$ cat config.mk
export PLATFORM = sky130hd
export DESIGN_NAME = iig_scan
export DESIGN_NICKNAME = d
export VERILOG_FILES = /design/src/rtl/iig_pkg.sv /design/src/rtl/iig_scan.sv
export SDC_FILE = /design/constraint.sdc
export NUM_CORES = 1
export LEC_CHECK = 0
export BUFFER_PORTS_ARGS = -buffer_cell sky130_fd_sc_hd__buf_2
export CAP_MARGIN = 0
export CELL_PAD_IN_SITES_DETAIL_PLACEMENT = 2
export CELL_PAD_IN_SITES_GLOBAL_PLACEMENT = 2
export CORE_ASPECT_RATIO = 1.1
export CORE_MARGIN = 5
export CORE_UTILIZATION = 34
export CTS_CLUSTER_SIZE = 12
export DETAILED_ROUTE_END_ITERATION = 8
export PLACE_DENSITY = 0.81
export SYNTH_ARGS = -nofsm -noshare
export SYNTH_HDL_FRONTEND = slang
export SYNTH_SLANG_ARGS = --single-unit
export TNS_END_PERCENT = 30
$ cat constraint.sdc
create_clock -name clk -period 7.1 [get_ports clk]
set_input_delay 1.065 -clock clk [delete_from_list [all_inputs] [get_ports clk]]
set_output_delay 1.065 -clock clk [all_outputs]
set_load 0.01 [all_outputs]
$ cat src/rtl/iig_pkg.sv
// Package for the integral image generator: sizes, configuration register
// indexes and the item record passed from the scan stage to the accumulator.
// No dependencies.
package iig_pkg;

  localparam int MAX_WIDTH  = 1024;
  localparam int MAX_HEIGHT = 1024;

  localparam int COL_W  = $clog2(MAX_WIDTH);
  localparam int ROW_W  = $clog2(MAX_HEIGHT);
  localparam int PIX_W  = 8;
  localparam int VAL_W  = 2 * PIX_W;
  localparam int CSUM_W = 27;
  localparam int ACC_W  = 37;
  localparam int SUM_W  = 36;
  localparam int CFG_W  = 11;
  localparam int CFG_IDX_W = 2;

  localparam int OUT_TDATA_W = ((SUM_W + 7) / 8) * 8;

  localparam logic [CFG_IDX_W-1:0] CFG_IMAGE_WIDTH  = 2'd0;
  localparam logic [CFG_IDX_W-1:0] CFG_IMAGE_HEIGHT = 2'd1;
  localparam logic [CFG_IDX_W-1:0] CFG_SQUARE_MODE  = 2'd2;

  typedef struct packed {
    logic [COL_W-1:0] col;
    logic             row_zero;
    logic             last_col;
    logic             last_row;
    logic [VAL_W-1:0] value;
  } item_t;

endpackage

$ cat src/rtl/iig_scan.sv
// Raster scan stage: tracks the column and row of the next pixel, flags row
// and frame ends and forms the summed value. Depends on iig_pkg.
module iig_scan (
  input  logic                        clk,
  input  logic                        rst_n,
  input  logic                        fire,
  input  logic [iig_pkg::PIX_W-1:0]   pixel,
  input  logic                        square,
  input  logic [iig_pkg::COL_W:0]     width_eff,
  input  logic [iig_pkg::ROW_W:0]     height_eff,
  output iig_pkg::item_t              item
);

  logic [iig_pkg::COL_W-1:0] col_r, col_nxt;
  logic [iig_pkg::ROW_W-1:0] row_r, row_nxt;
  logic                      last_col;
  logic                      last_row;

  assign last_col = ({1'b0, col_r} + 1'b1) >= width_eff;
  assign last_row = ({1'b0, row_r} + 1'b1) >= height_eff;

  always_comb begin
    item.col      = col_r;
    item.row_zero = (row_r == '0);
    item.last_col = last_col;
    item.last_row = last_row;
    item.value    = square ? (iig_pkg::VAL_W'(pixel) * iig_pkg::VAL_W'(pixel))
                           : iig_pkg::VAL_W'(pixel);
  end

  always_comb begin
    col_nxt = col_r;
    row_nxt = row_r;
    if (fire) begin
      if (last_col) begin
        col_nxt = '0;
        row_nxt = last_row ? '0 : row_r + 1'b1;
      end else begin
        col_nxt = col_r + 1'b1;
      end
    end
  end

  always_ff @(posedge clk) begin
    if (!rst_n) begin
      col_r <= '0;
      row_r <= '0;
    end else begin
      col_r <= col_nxt;
      row_r <= row_nxt;
    end
  end

endmodule

# After elaboration in Yosys (flattened, before gate mapping)
# Index checks and enable logic that the tools add are counted.
op_classes:
  n_addsub: 4
  n_reduce_logical: 2
  multipliers: 1
  order_cmp: 2
  n_mux: 3
ops:
  columns: ["operator", "n"]
  rows:
  - ["adder 10 x 1 -> 11 bit (second input constant)", 2]
  - ["greater-or-equal comparator 11 bit", 2]
  - ["adder 10 x 1 -> 10 bit (second input constant)", 2]
  - ["two-way mux 10 bit", 2]
  - ["multiplier 8 x 8 -> 16 bit", 1]
  - ["two-way mux 16 bit", 1]
  - ["zero test 10 bit", 1]
  - ["AND reduction 2 bit", 1]
totals:
  regBits: 20
  inputBits: 34
  elab_cells: 14
  output_inout_bits: 29

# Longest topological paths before layout
depth:
  ltp_word: 3
  ltp_mapped: 17
  ltp_nobuf: 16

# Worst setup path before layout
# OpenSTA, ideal clock, no wires.
synth_timing:
  path_type: "input to output"
  from: "in pixel[7] (netlist name)"
  to: "out item[13] (netlist name)"
  cell_stages: 16
  t_required_ns: 6.035
  arrival_time_ns: 4.918
  slack_ns: 1.117
  n_path_buf: 1
  cell_sequence: "clkbuf_1 > nand2_1 > fa_1 > inv_1 > fa_1 > fa_1 > inv_1 > fa_1 > inv_1 > ha_1 > o21ai_0 > a21boi_0 > a21oi_1 > o21ai_0 > xnor2_1 > and2_1"
synth_rtl:
  columns: ["item", "line", "rtl"]
  rows:
  - ["start: declaration", "iig_scan.sv:7", "input logic [iig_pkg::PIX_W-1:0] pixel,"]
  - ["end: declaration", "iig_scan.sv:11", "output iig_pkg::item_t item"]

==> impl_metrics.toml <==
[clock_tree]
holdBufCountCts = 0
cts_setup_buffers = 0
cts.clk_slew.worst_paths_ns = 0.08
clkSinkCount = 20
cts-resized-gates = 0
htreeDepth = 1
clk_latency_ns = 0.25
cts-buffers-inserted = 3
root_buffer = "clkbuf_8"
cts_tree = "built"
clk_path_buf_depth = 2

[worst_setup_path]
path_depth = 17
path_common_cell = "fa_1"
worstSetupStartpointType = "input pin"
cpPeakStageDelay_ns = 0.57
endpoint_kind = "output port"
crit_start = "pixel[5]"
path_cells = "buf_2, inv_1, nor2_1, fa_1, fa_1, inv_1, fa_1, fa_1, inv_1, ha_1, o21ai_0, a21boi_0, a21oi_1, o21ai_0, xnor2_1, and2_1, buf_2"
worstSetupPathType = "in2out"
crit_required_ns = 6.03
cp_data_arrival_time_ns = 5.47
reg2reg_depth = 11
path_delay_family = "adder cells"
path_max_fanout = 9
rrSetupSlack_ns = 3.72
path_buf_inv = 5
worst_path_max_delay_cell = "fa_1"
crit_end = "item[13]"
r2r_start = "row_r[0]$_SDFFE_PN0P_"
rr_endpoint = "row_r[5]$_SDFFE_PN0P_"

[cells_and_area]
fillCellCount = 1169
nets = 599
drive_gt1_share_pct = 15.5
diodes = 0
fin_cells = 604
area_growth_syn_to_layout_pct = 12.5
multiInputGateArea_um2 = 2730
ff_latch_area_um2 = 400

[route]
routed_via_density = 5.19
wl_um = 10200
dr.first_iter.drc_count = 53
ant_nets = 0
post_drt_wl_per_cell_um = 16.8
drc_errors = 0
firstDrtPassIters = 3
vias = 3132

[power_and_ir_drop]
max-vdd-ir-drop_mv = 0.0662
p_leak_uw = 0.00208
power.density_nw_per_um2 = 175

[timing]
finClkSkew_ns = 0.00187
setup_tns_ns = 0
finalSetupViolCount = 0
worst_pin_slew_ns = 0.565
hold_viol_final = 0
slew-limit-headroom_pct = 62.4
post-route-period-util_pct = 92.0
min_period_ns = 6.53
slew_violations = 0
rsz0062_at_grt = "no"
max_freq_ghz = 0.153

[floorplanning]
core_area_um2 = 9980
die_w_um = 107
io_pins = 63
rows = 38
initial_core_util_pct = 35.1
die-height_um = 116
dieArea_um2 = 12400

[synthesis]
yosys-top-cells-area = "ha_1 20%, fa_1 14%, dfxtp_1 11%"
ys_async_sr_fraction_pct = 0
syn_nets = 547
postSynthCellCount = 433
synth.most_common_cell = "inv_1"
synth-edff-count = 0
syn_area_um2 = 3500
synth_top_area_cell = "ha_1"
synth_cell_types = 52
synth_seq_cells = 20
yosys_warnings = 0
ys_seq_area_share_pct = 11.4
synthTopCellsByCount = "75 x inv_1, 55 x ha_1, 33 x nand2_1, 25 x and2_1, 25 x fa_1"
netlist.area_leader.share_pct = 19.7
syn_area_per_cell_um2 = 8.09
synthFlopType = "dfxtp_1"

[placed_design]
place_inst = 600
gp_congestion = 0.806
hpwl_um = 8750
portBuffers = 62

[global_routing]
overflow = 0
antenna_found_initial = 0
track_usage_pct = 16.9
grt_pass1_vias = 3605
grt_pass1_wl_um = 17400
grt_max_degree = 23

[worst_hold_path]
hold_path_class = "reg2reg"

[flow_run]
drv_cap = 0

[run_status]
outcome = "completed"
==> power breakdown <==
part           leakage (uW)  internal, uW  total (uW)  switching (uW)
logic               0.00189           209         485             276
clock network     0.0000288          49.3        87.8            38.5
registers          0.000161           113         115            2.23
==> layout make-up <==
class | count | area share (%)
multi-input combinational | 322 | 69.4
sequential | 20 | 10.2
timing repair buffer | 62 | 7.88
inverter | 76 | 7.37
tap | 120 | 3.81
clock buffer | 4 | 1.40
==> metal layers <==
layer  vias to the layer above  track usage, %  routed length [um]  part of all wire [%]
met3                         6            1.05                 190                   1.9
met5                         -               0                   0                     0
met4                         0            2.47                  75                  0.74
met2                        34            33.3                5440                    53
li1                       1537               -                   -                     -
met1                      1555            20.7                4470                    44
==> kinds of logic after synthesis <==
logic type / count (synthesis) / share of synthesized area [%]
simple gates: 135 / 21.1
flops: 20 / 11.4
xor+xnor: 27 / 6.75
mux: 6 / 1.82
fa+ha+maj: 80 / 34.0
buf+inv: 91 / 10.5
compound gates: 74 / 14.5
==> worst reg2reg max path: cells and delay by family (launching register included) <==
family                   cells  cell delay [ns]
AND/OR/NAND/NOR              3             0.68
XOR/XNOR                     1             0.21
flip-flops                   1             0.43
AO/OA/AOI/OAI                5             1.43
adder cells (fa/ha/maj)      2             0.52
==> flip-flops by register name, summed over array words and instances, names as in the netlist <==
signal  flops
col_r      10
row_r      10
==> through the flow <==
stage | utilization, % | total power (uW) | hold slack, ns | instance area, um2 | worst slack (ns)
3_3_place_gp | 38.9 | 581 | 0.481 | 3880 | 0.779
4_1_cts | 39.5 | 703 | 0.517 | 3940 | 0.541
3_5_place_dp | 38.9 | 612 | 0.505 | 3880 | 0.571
6_report | 39.5 | 688 | 0.513 | 3940 | 0.568
5_1_grt | 39.5 | 761 | 0.557 | 3940 | 0.240
2_1_floorplan | - | 455 | 0.463 | 3500 | 1.12
==> worst min-delay path by stage <==
| stage | from | end | slack (ns) | cells past startpoint |
|---|---|---|---|---|
| 2_1_floorplan | row_r[1]$_SDFFE_PN0P_ | row_r[1]$_SDFFE_PN0P_ | 0.46 | 2 |
| 3_3_place_gp | row_r[1]$_SDFFE_PN0P_ | row_r[1]$_SDFFE_PN0P_ | 0.48 | 2 |
| 3_5_place_dp | row_r[1]$_SDFFE_PN0P_ | row_r[1]$_SDFFE_PN0P_ | 0.51 | 2 |
| 4_1_cts | row_r[1]$_SDFFE_PN0P_ | row_r[1]$_SDFFE_PN0P_ | 0.52 | 2 |
| 5_1_grt | row_r[1]$_SDFFE_PN0P_ | row_r[1]$_SDFFE_PN0P_ | 0.56 | 2 |
| 6_report | row_r[1]$_SDFFE_PN0P_ | row_r[1]$_SDFFE_PN0P_ | 0.51 | 2 |
==> cell usage in the layout (no fill, tap or decap), drive strengths merged, types with 11 or more instances in the layout <==
cell type	count
inv	76
buf	62
ha	55
nand2	33
and2	25
fa	25
xnor2	22
nand3	21
dfxtp	20
o21ai	19
a21oi	14
and3	11
a21boi	11
(Power assumes the default switching activity.)
