`src/rtl/iig_pkg.sv`:
```
// Package for the integral image generator: sizes, configuration register
// indexes and the item record passed from the scan stage to the accumulator.
// No dependencies.
package iig_pkg;

  localparam int MAX_WIDTH  = 1024;
  localparam int MAX_HEIGHT = 1024;

  localparam int COL_W  = $clog2(MAX_WIDTH);
  localparam int ROW_W  = $clog2(MAX_HEIGHT);
  localparam int PIX_W  = 8;
  localparam int VAL_W  = 2 * PIX_W;
  localparam int CSUM_W = 27;
  localparam int ACC_W  = 37;
  localparam int SUM_W  = 36;
  localparam int CFG_W  = 11;
  localparam int CFG_IDX_W = 2;

  localparam int OUT_TDATA_W = ((SUM_W + 7) / 8) * 8;

  localparam logic [CFG_IDX_W-1:0] CFG_IMAGE_WIDTH  = 2'd0;
  localparam logic [CFG_IDX_W-1:0] CFG_IMAGE_HEIGHT = 2'd1;
  localparam logic [CFG_IDX_W-1:0] CFG_SQUARE_MODE  = 2'd2;

  typedef struct packed {
    logic [COL_W-1:0] col;
    logic             row_zero;
    logic             last_col;
    logic             last_row;
    logic [VAL_W-1:0] value;
  } item_t;

endpackage

```
`src/rtl/iig_accum.sv`:
```
// Accumulator stage: finishes the column read-modify-write, adds the new
// column sum along the row and holds the result register. Depends on iig_pkg.
module iig_accum (
  input  logic                             clk,
  input  logic                             rst_n,
  input  logic                             load,
  input  iig_pkg::item_t                   item_in,
  input  logic [iig_pkg::CSUM_W-1:0]       rd_data,
  output logic                             ready,
  output logic                             wr_en,
  output logic [iig_pkg::COL_W-1:0]        wr_addr,
  output logic [iig_pkg::CSUM_W-1:0]       wr_data,
  output logic                             out_valid,
  input  logic                             out_ready,
  output logic [iig_pkg::SUM_W-1:0]        out_sum,
  output logic                             out_row_end,
  output logic                             out_frame_end
);

  iig_pkg::item_t              item_r;
  logic                        s1_v_r, s1_v_nxt;
  logic                        fwd_r;
  logic [iig_pkg::CSUM_W-1:0]  fwd_data_r;
  logic [iig_pkg::ACC_W-1:0]   acc_r;
  logic                        out_v_r, out_v_nxt;
  logic [iig_pkg::SUM_W-1:0]   out_sum_r;
  logic                        out_row_end_r;
  logic                        out_frame_end_r;

  logic                        s1_go;
  logic [iig_pkg::CSUM_W-1:0]  prev;
  logic [iig_pkg::CSUM_W-1:0]  csum_new;
  logic [iig_pkg::ACC_W-1:0]   acc_base;
  logic [iig_pkg::ACC_W-1:0]   acc_new;

  assign s1_go = s1_v_r && (!out_v_r || out_ready);
  assign ready = !s1_v_r || !out_v_r || out_ready;

  // The memory read for the next pixel happens on the same edge as this
  // write, so a pixel in the same column takes the new sum from fwd_data_r.
  always_comb begin
    if (item_r.row_zero) begin
      prev = '0;
    end else if (fwd_r) begin
      prev = fwd_data_r;
    end else begin
      prev = rd_data;
    end
    csum_new = prev + iig_pkg::CSUM_W'(item_r.value);
    acc_base = (item_r.col == '0) ? '0 : acc_r;
    acc_new  = acc_base + iig_pkg::ACC_W'(csum_new);
  end

  assign wr_en   = s1_go;
  assign wr_addr = item_r.col;
  assign wr_data = csum_new;

  always_comb begin
    s1_v_nxt = s1_v_r;
    if (load) begin
      s1_v_nxt = 1'b1;
    end else if (s1_go) begin
      s1_v_nxt = 1'b0;
    end
    out_v_nxt = out_v_r;
    if (s1_go) begin
      out_v_nxt = 1'b1;
    end else if (out_ready) begin
      out_v_nxt = 1'b0;
    end
  end

  always_ff @(posedge clk) begin
    if (!rst_n) begin
      s1_v_r  <= 1'b0;
      out_v_r <= 1'b0;
      fwd_r   <= 1'b0;
    end else begin
      s1_v_r  <= s1_v_nxt;
      out_v_r <= out_v_nxt;
      if (load) begin
        fwd_r <= s1_go && (item_r.col == item_in.col);
      end
    end
  end

  always_ff @(posedge clk) begin
    if (load) begin
      item_r     <= item_in;
      fwd_data_r <= csum_new;
    end
    if (s1_go) begin
      acc_r           <= acc_new;
      out_sum_r       <= acc_new[iig_pkg::SUM_W-1:0];
      out_row_end_r   <= item_r.last_col;
      out_frame_end_r <= item_r.last_col && item_r.last_row;
    end
  end

  assign out_valid     = out_v_r;
  assign out_sum       = out_sum_r;
  assign out_row_end   = out_row_end_r;
  assign out_frame_end = out_frame_end_r;

endmodule

```
`config.mk`:
```
export PLATFORM = sky130hd
export DESIGN_NAME = iig_accum
export DESIGN_NICKNAME = d
export VERILOG_FILES = /design/src/rtl/iig_pkg.sv /design/src/rtl/iig_accum.sv
export SDC_FILE = /design/constraint.sdc
export NUM_CORES = 1
export LEC_CHECK = 0
export ABC_AREA = 1
export BUFFER_PORTS_ARGS = -buffer_cell sky130_fd_sc_hd__buf_4
export CAP_MARGIN = 10
export CORE_MARGIN = 2
export CORE_UTILIZATION = 24
export DETAILED_ROUTE_END_ITERATION = 12
export PLACE_DENSITY = 0.51
export SLEW_MARGIN = 15
export SYNTH_ARGS = -nofsm -noshare
export SYNTH_HDL_FRONTEND = slang
export SYNTH_SLANG_ARGS = --single-unit
```
`constraint.sdc`:
```
create_clock -name clk -period 8.45 [get_ports clk]
set_clock_uncertainty 0.2 [all_clocks]
set_input_delay 1.69 -clock clk [delete_from_list [all_inputs] [get_ports clk]]
set_output_delay 1.69 -clock clk [all_outputs]
set_load 0.02 [all_outputs]
```
# ---- Word-level counts from Yosys, hierarchy flattened
# Cells that the tools add are included.
dict set report op_classes {
  add_sub_neg 2
  mul 0
  div_mod_pow 0
  magnitude_cmp 0
  n_eq_ne 1
  n_shift 0
  n_mux 7
  bitwise_logic 0
  n_reduce_logical 11
}
# op count
set op_table {}
lappend op_table {{27-bit 2-to-1 mux} 2}
lappend op_table {{37-bit by 27-bit adder with 37-bit output} 1}
lappend op_table {{37-bit 2-to-1 mux} 1}
lappend op_table {{27-bit by 16-bit adder with 27-bit output} 1}
lappend op_table {{10-bit equality test} 1}
lappend op_table {{10-bit logical NOT} 1}
lappend op_table {{1-bit 2-to-1 mux} 4}
lappend op_table {{2-bit nonzero test} 2}
lappend op_table {{1-bit logical AND} 3}
lappend op_table {{1-bit logical OR} 3}
lappend op_table {{1-bit logical NOT} 2}
dict set report totals {
  ff_bits 134
  latch_bits 0
  mem_bits_rw 0
  rom_bits 0
  in_bits 60
  out_inout_bits 78
  wordCells 34
  n_memories 0
}

# ---- Longest topological paths before layout
dict set report logic_depth {
  word_depth 5
  mapped_depth 31
  mapped_depth_nobuf 29
}

# ---- Worst setup path after synthesis
# No wires, ideal clock.
dict set report synth_path {
  path_kind {input-to-output}
  startpoint {in rd_data[1] in the netlist's numbering}
  endpoint {out wr_data[20] in the netlist's numbering}
  arrival_ns 3.608
  required_time_ns 6.560
  path_slack_ns 2.952
  cell_stages 12
  path_buffers 0
  cell_sequence {nor2_1 > nor3_1 > inv_1 > fa_1 > o21ai_1 > nand2_1 > nand2_1 > nand2_1 > nand2_1 > nand2_1 > a21oi_1 > xor2_1}
}
dict set report synth_via {
  elab_chain_cells 3
}
# item line
set synth_rtl {}
lappend synth_rtl {{start, declared} iig_accum.sv:8} ;# input logic [iig_pkg::CSUM_W-1:0] rd_data,
lappend synth_rtl {{27-bit 2-to-1 mux} iig_accum.sv:44} ;# end else if (fwd_r) begin
lappend synth_rtl {{27-bit 2-to-1 mux} iig_accum.sv:42} ;# if (item_r.row_zero) begin
lappend synth_rtl {{27-bit by 16-bit adder with 27-bit output} iig_accum.sv:49} ;# csum_new = prev + iig_pkg::CSUM_W'(item_r.value);
lappend synth_rtl {{end, declared} iig_accum.sv:12} ;# output logic [iig_pkg::CSUM_W-1:0] wr_data,
# Every way passes these cells.

# ---- Worst setup path after layout
dict set report layout_path {
  startpoint {in rd_data[1] in the netlist's numbering}
  endpoint {out wr_data[16] in the netlist's numbering}
}
# Same word-level chain as after synthesis.

==> impl_results.md <==
- Status: finished, final reports clean
- Power per cell area: 238 nW/µm²
- Final Util: 0.302
- Clock transition at path regs: ~0.07 ns
- Worst-path cell with the longest stage delay: fa_1
- Hold Path Sink: out_row_end
- Grt ovf: 0
- Post-Synth Simple-Gate Area: 0.269
- Share of cells above drive strength 1: 0.169
- CP arrival: 4.09 ns
- Fmax: roughly 170 MHz
- Detailed Route Iter0 Violations: roughly 280
- Area fraction of the dominant cell type after synthesis: 0.402
- Area of the core: about 29,000 µm²
- Cell count after synthesis: roughly 900
- Max-slew violations: 0
- Seq. cell area: slightly below 3000 µm²
- Fill count: approximately 3,100
- Xor-xnor portion of the synthesized cell area: 0.0637
- Yosys cell types: 40
- Origin of the critical flop-to-flop path: item_r[18]
- Crit-path max cell delay: 0.44 ns
- Wire per inst: around 15 µm
- Crit path capture type: output pin
- Worst VDD drop: about 0.13 mV
- Clock latency on the worst-skew pair: around 0.36 ns
- Number of hold violations in the final report: 0
- R2R depth: 25
- Area growth syn-to-layout: 24.0%
- Worst Path Max Fanout: 4
- First-pass GRT wire length: 33,900 µm
- CP startpoint kind: input pin
- RSZ-0062 raised after global routing: no
- Crit-path cells: buf_4 > nor2_1 > nor3_1 > inv_1 > fa_1 > o21ai_1 > nand2_1 > nand2_1 > nand2_1 > nand2_1 > nand2_1 > nand2_1 > xor2_1 > buf_4
- Total chip power: around 2.1 mW
- CTS tree: done
- Synth Area in Compound Gates: 0.0897
- Stages on worst setup path: 14
- Die width: approximately 170 µm
- Hpwl dp: 17,200 µm
- Router iterations before antenna repair: 5
- Reg2reg end: acc_r[35]
- # diodes: 0
- Ys Warns: 0
- EDFF count, synth: 94
- WHS: about 0.26 ns
- Total clock sinks: 97
- Multi-input gate area: between 3000 and 4000 µm²
- Worst Hold Path Cells: 0
- Final setup fails: 0
- Total GRT Usage: 0.144
- FF-to-FF setup slack: roughly 3.4 ns
- Vias per cell: around 4.4
- Register bit count reported by yosys: 97
- Hold-fix buffers at CTS: 0
- H-Tree Depth: 3
- DRC: 0
- Final ANT Viol Nets: 0
- Post-CTS sizing: 0
- Post-Syn Area: between 7000 and 8000 µm²
- Slew at the pin closest to its max-slew limit: around 0.83 ns
- Rows: 62
- Die height: 175 µm
- Post-Route WL: 21,700 µm
- Max Root-Sink Buffers: 2
- Vias in the first global route: 6,261
- Post-synthesis mux area share: 0
- Num CTS Buffers: 9
- Final GP Congestion: between 0.8 and 0.9
- Initial antenna violation count: 0
- Largest family of logic cells by synthesized area: simple AND/OR/NAND/NOR gates
- I/O pin count: roughly 140
- Final-stage net count: around 1,100
- Fin crit period: 5.98 ns
- Finished Layout Cells: roughly 1,400
- Max Cap Violations: 0
- Worst endpoint required time: 6.56 ns
- Fin crit share: 0.708
- Max-slew headroom at the worst pin: 0.447
- Port Buffers: 137
- Post-synth ARST share: 0
- Family with the most delay on the worst path: simple AND/OR/NAND/NOR gates
- Worst path bufs/invs: 3
- Die area: about 31,000 µm²
- Post-CTS Setup Bufs: 0
- TNS Setup: 0 ns
- Area leader, netlist: edfxtp_1
- CP Class: in2out
- Worst min path class: reg2reg
- Leak: roughly 4.1 nW
- Most frequent cell on the critical path: nand2_1
- Initial Util: 0.244
- Via count: 6,262
- Synth area leaders: edfxtp_1 (40%), nand2_1 (12%), nor2_1 (7.7%), ha_1 (7.7%), inv_1 (6.3%)
- Top FF cell, synth: edfxtp_1
- CTS root buffer: clkbuf_16
- Syn_area_per_cell: slightly below 8 µm²
- Syn nets: about 1,000
- Sequential area share after synthesis: 0.411
- Post-synthesis adder-cell area fraction: 0.0824
- Largest net degree at the start of global routing: 59
- Placed cells: 1,405
- Min-delay src: item_r[17]
cells in the mapped netlist, types with 2 or more instances:
| master | number |
|---|---|
| a21o_1 | 5 |
| a21oi_1 | 51 |
| a31oi_1 | 2 |
| and2_1 | 3 |
| buf_2 | 2 |
| buf_4 | 13 |
| clkbuf_1 | 4 |
| dfxtp_1 | 3 |
| edfxtp_1 | 94 |
| fa_1 | 2 |
| ha_1 | 43 |
| inv_1 | 118 |
| inv_2 | 3 |
| nand2_1 | 220 |
| nand2_2 | 3 |
| nand3_1 | 39 |
| nand3_2 | 3 |
| nand3b_1 | 5 |
| nand4_1 | 6 |
| nor2_1 | 144 |
| nor2_2 | 4 |
| nor3_1 | 9 |
| nor3_2 | 4 |
| nor4_1 | 4 |
| o21ai_0 | 39 |
| o21ai_1 | 8 |
| o21bai_1 | 9 |
| xnor2_1 | 12 |
| xor2_1 | 39 |
final cells by class:
cell class | instances | area share
repair buffers | 140 | 0.121
clock buffers | 10 | 0.0263
well taps | 384 | 0.0552
flip-flops and latches | 97 | 0.331
clock inverters | 5 | 0.00719
multi-input cells | 663 | 0.407
inverters | 121 | 0.0522
placed cells by master (no fill, tap or decap), types with 2 or more instances in the layout:
master / instances
a21o_1: 5
a21oi_1: 51
a31oi_1: 2
and2_1: 3
buf_4: 140
clkbuf_16: 9
clkinvlp_4: 2
dfxtp_1: 3
edfxtp_1: 94
fa_1: 2
ha_1: 43
inv_1: 117
inv_2: 4
inv_6: 2
nand2_1: 220
nand2_2: 3
nand3_1: 39
nand3_2: 3
nand3b_1: 5
nand4_1: 6
nor2_1: 144
nor2_2: 4
nor3_1: 9
nor3_2: 4
nor4_1: 4
o21ai_0: 39
o21ai_1: 8
o21bai_1: 9
xnor2_1: 12
xor2_1: 39
layer usage:
| metal | vias up | share of wire | global-route usage |
|---|---|---|---|
| met5 | - | 0 | 0 |
| met4 | 0 | 0.018 | 0.0410 |
| met3 | 25 | 0.050 | 0.0281 |
| met2 | 161 | 0.47 | 0.242 |
| met1 | 2876 | 0.46 | 0.187 |
| li1 | 3200 | - | - |
cells by family after synthesis:
| family | Yosys count |
|---|---|
| XOR/XNOR | 51 |
| buffers and inverters | 142 |
| AND/OR/NAND/NOR | 450 |
| flip-flops | 97 |
| adder cells (fa/ha/maj) | 45 |
| AO/OA/AOI/OAI | 117 |
worst max path at each step:
| stage | start | endpoint | slack, ns |
|---|---|---|---|
| after global placement | rd_data[1] | wr_data[12] | 2.58 |
| after detailed placement | rd_data[1] | wr_data[16] | 2.50 |
| final | rd_data[1] | wr_data[16] | 2.47 |
| after floorplan | rd_data[1] | wr_data[20] | 2.95 |
| after CTS | rd_data[1] | wr_data[16] | 2.50 |
| after global routing | rd_data[1] | wr_data[16] | 2.24 |
report_power, final:
part	internal (mW)	total [mW]	switching, mW
logic	0.338	0.951	0.613
clock network	0.231	0.429	0.199
registers	0.643	0.687	0.0442
total	1.21	2.07	0.856
stage by stage:
stage               area, µm²  setup WS, ns
floorplan                7020          2.95
global placement         8410          2.58
detailed placement       8410          2.50
CTS                      8700          2.50
global route             8700          2.24
finish                   8700          2.47
sequential cells by signal (all words and copies together) (netlist names):
signal and count:
fwd_data_r 27, acc_r 36, item_r 19, out_row_end 1, fwd_r 1, wr_addr 10
s1_v_r 1, out_valid 1, out_frame_end 1
worst register-to-register path: stages, from the launching register on:
cell	delay [ns]
edfxtp_1	0.61
inv_2	0.38
o21ai_0	0.15
nor2_1	0.11
ha_1	0.17
inv_1	0.06
fa_1	0.40
o21ai_1	0.22
nand2_1	0.07
nand2_1	0.16
nand2_1	0.07
nand2_1	0.12
nand2_1	0.10
nand2_1	0.12
xor2_1	0.40
ha_1	0.38
a21oi_1	0.28
o21ai_0	0.16
inv_1	0.08
nand2_1	0.06
a21oi_1	0.12
nand2_1	0.14
nand2_1	0.09
nand2_1	0.05
nand2_1	0.05
inv_1	0.04
Power figures use the tool's default switching activity.
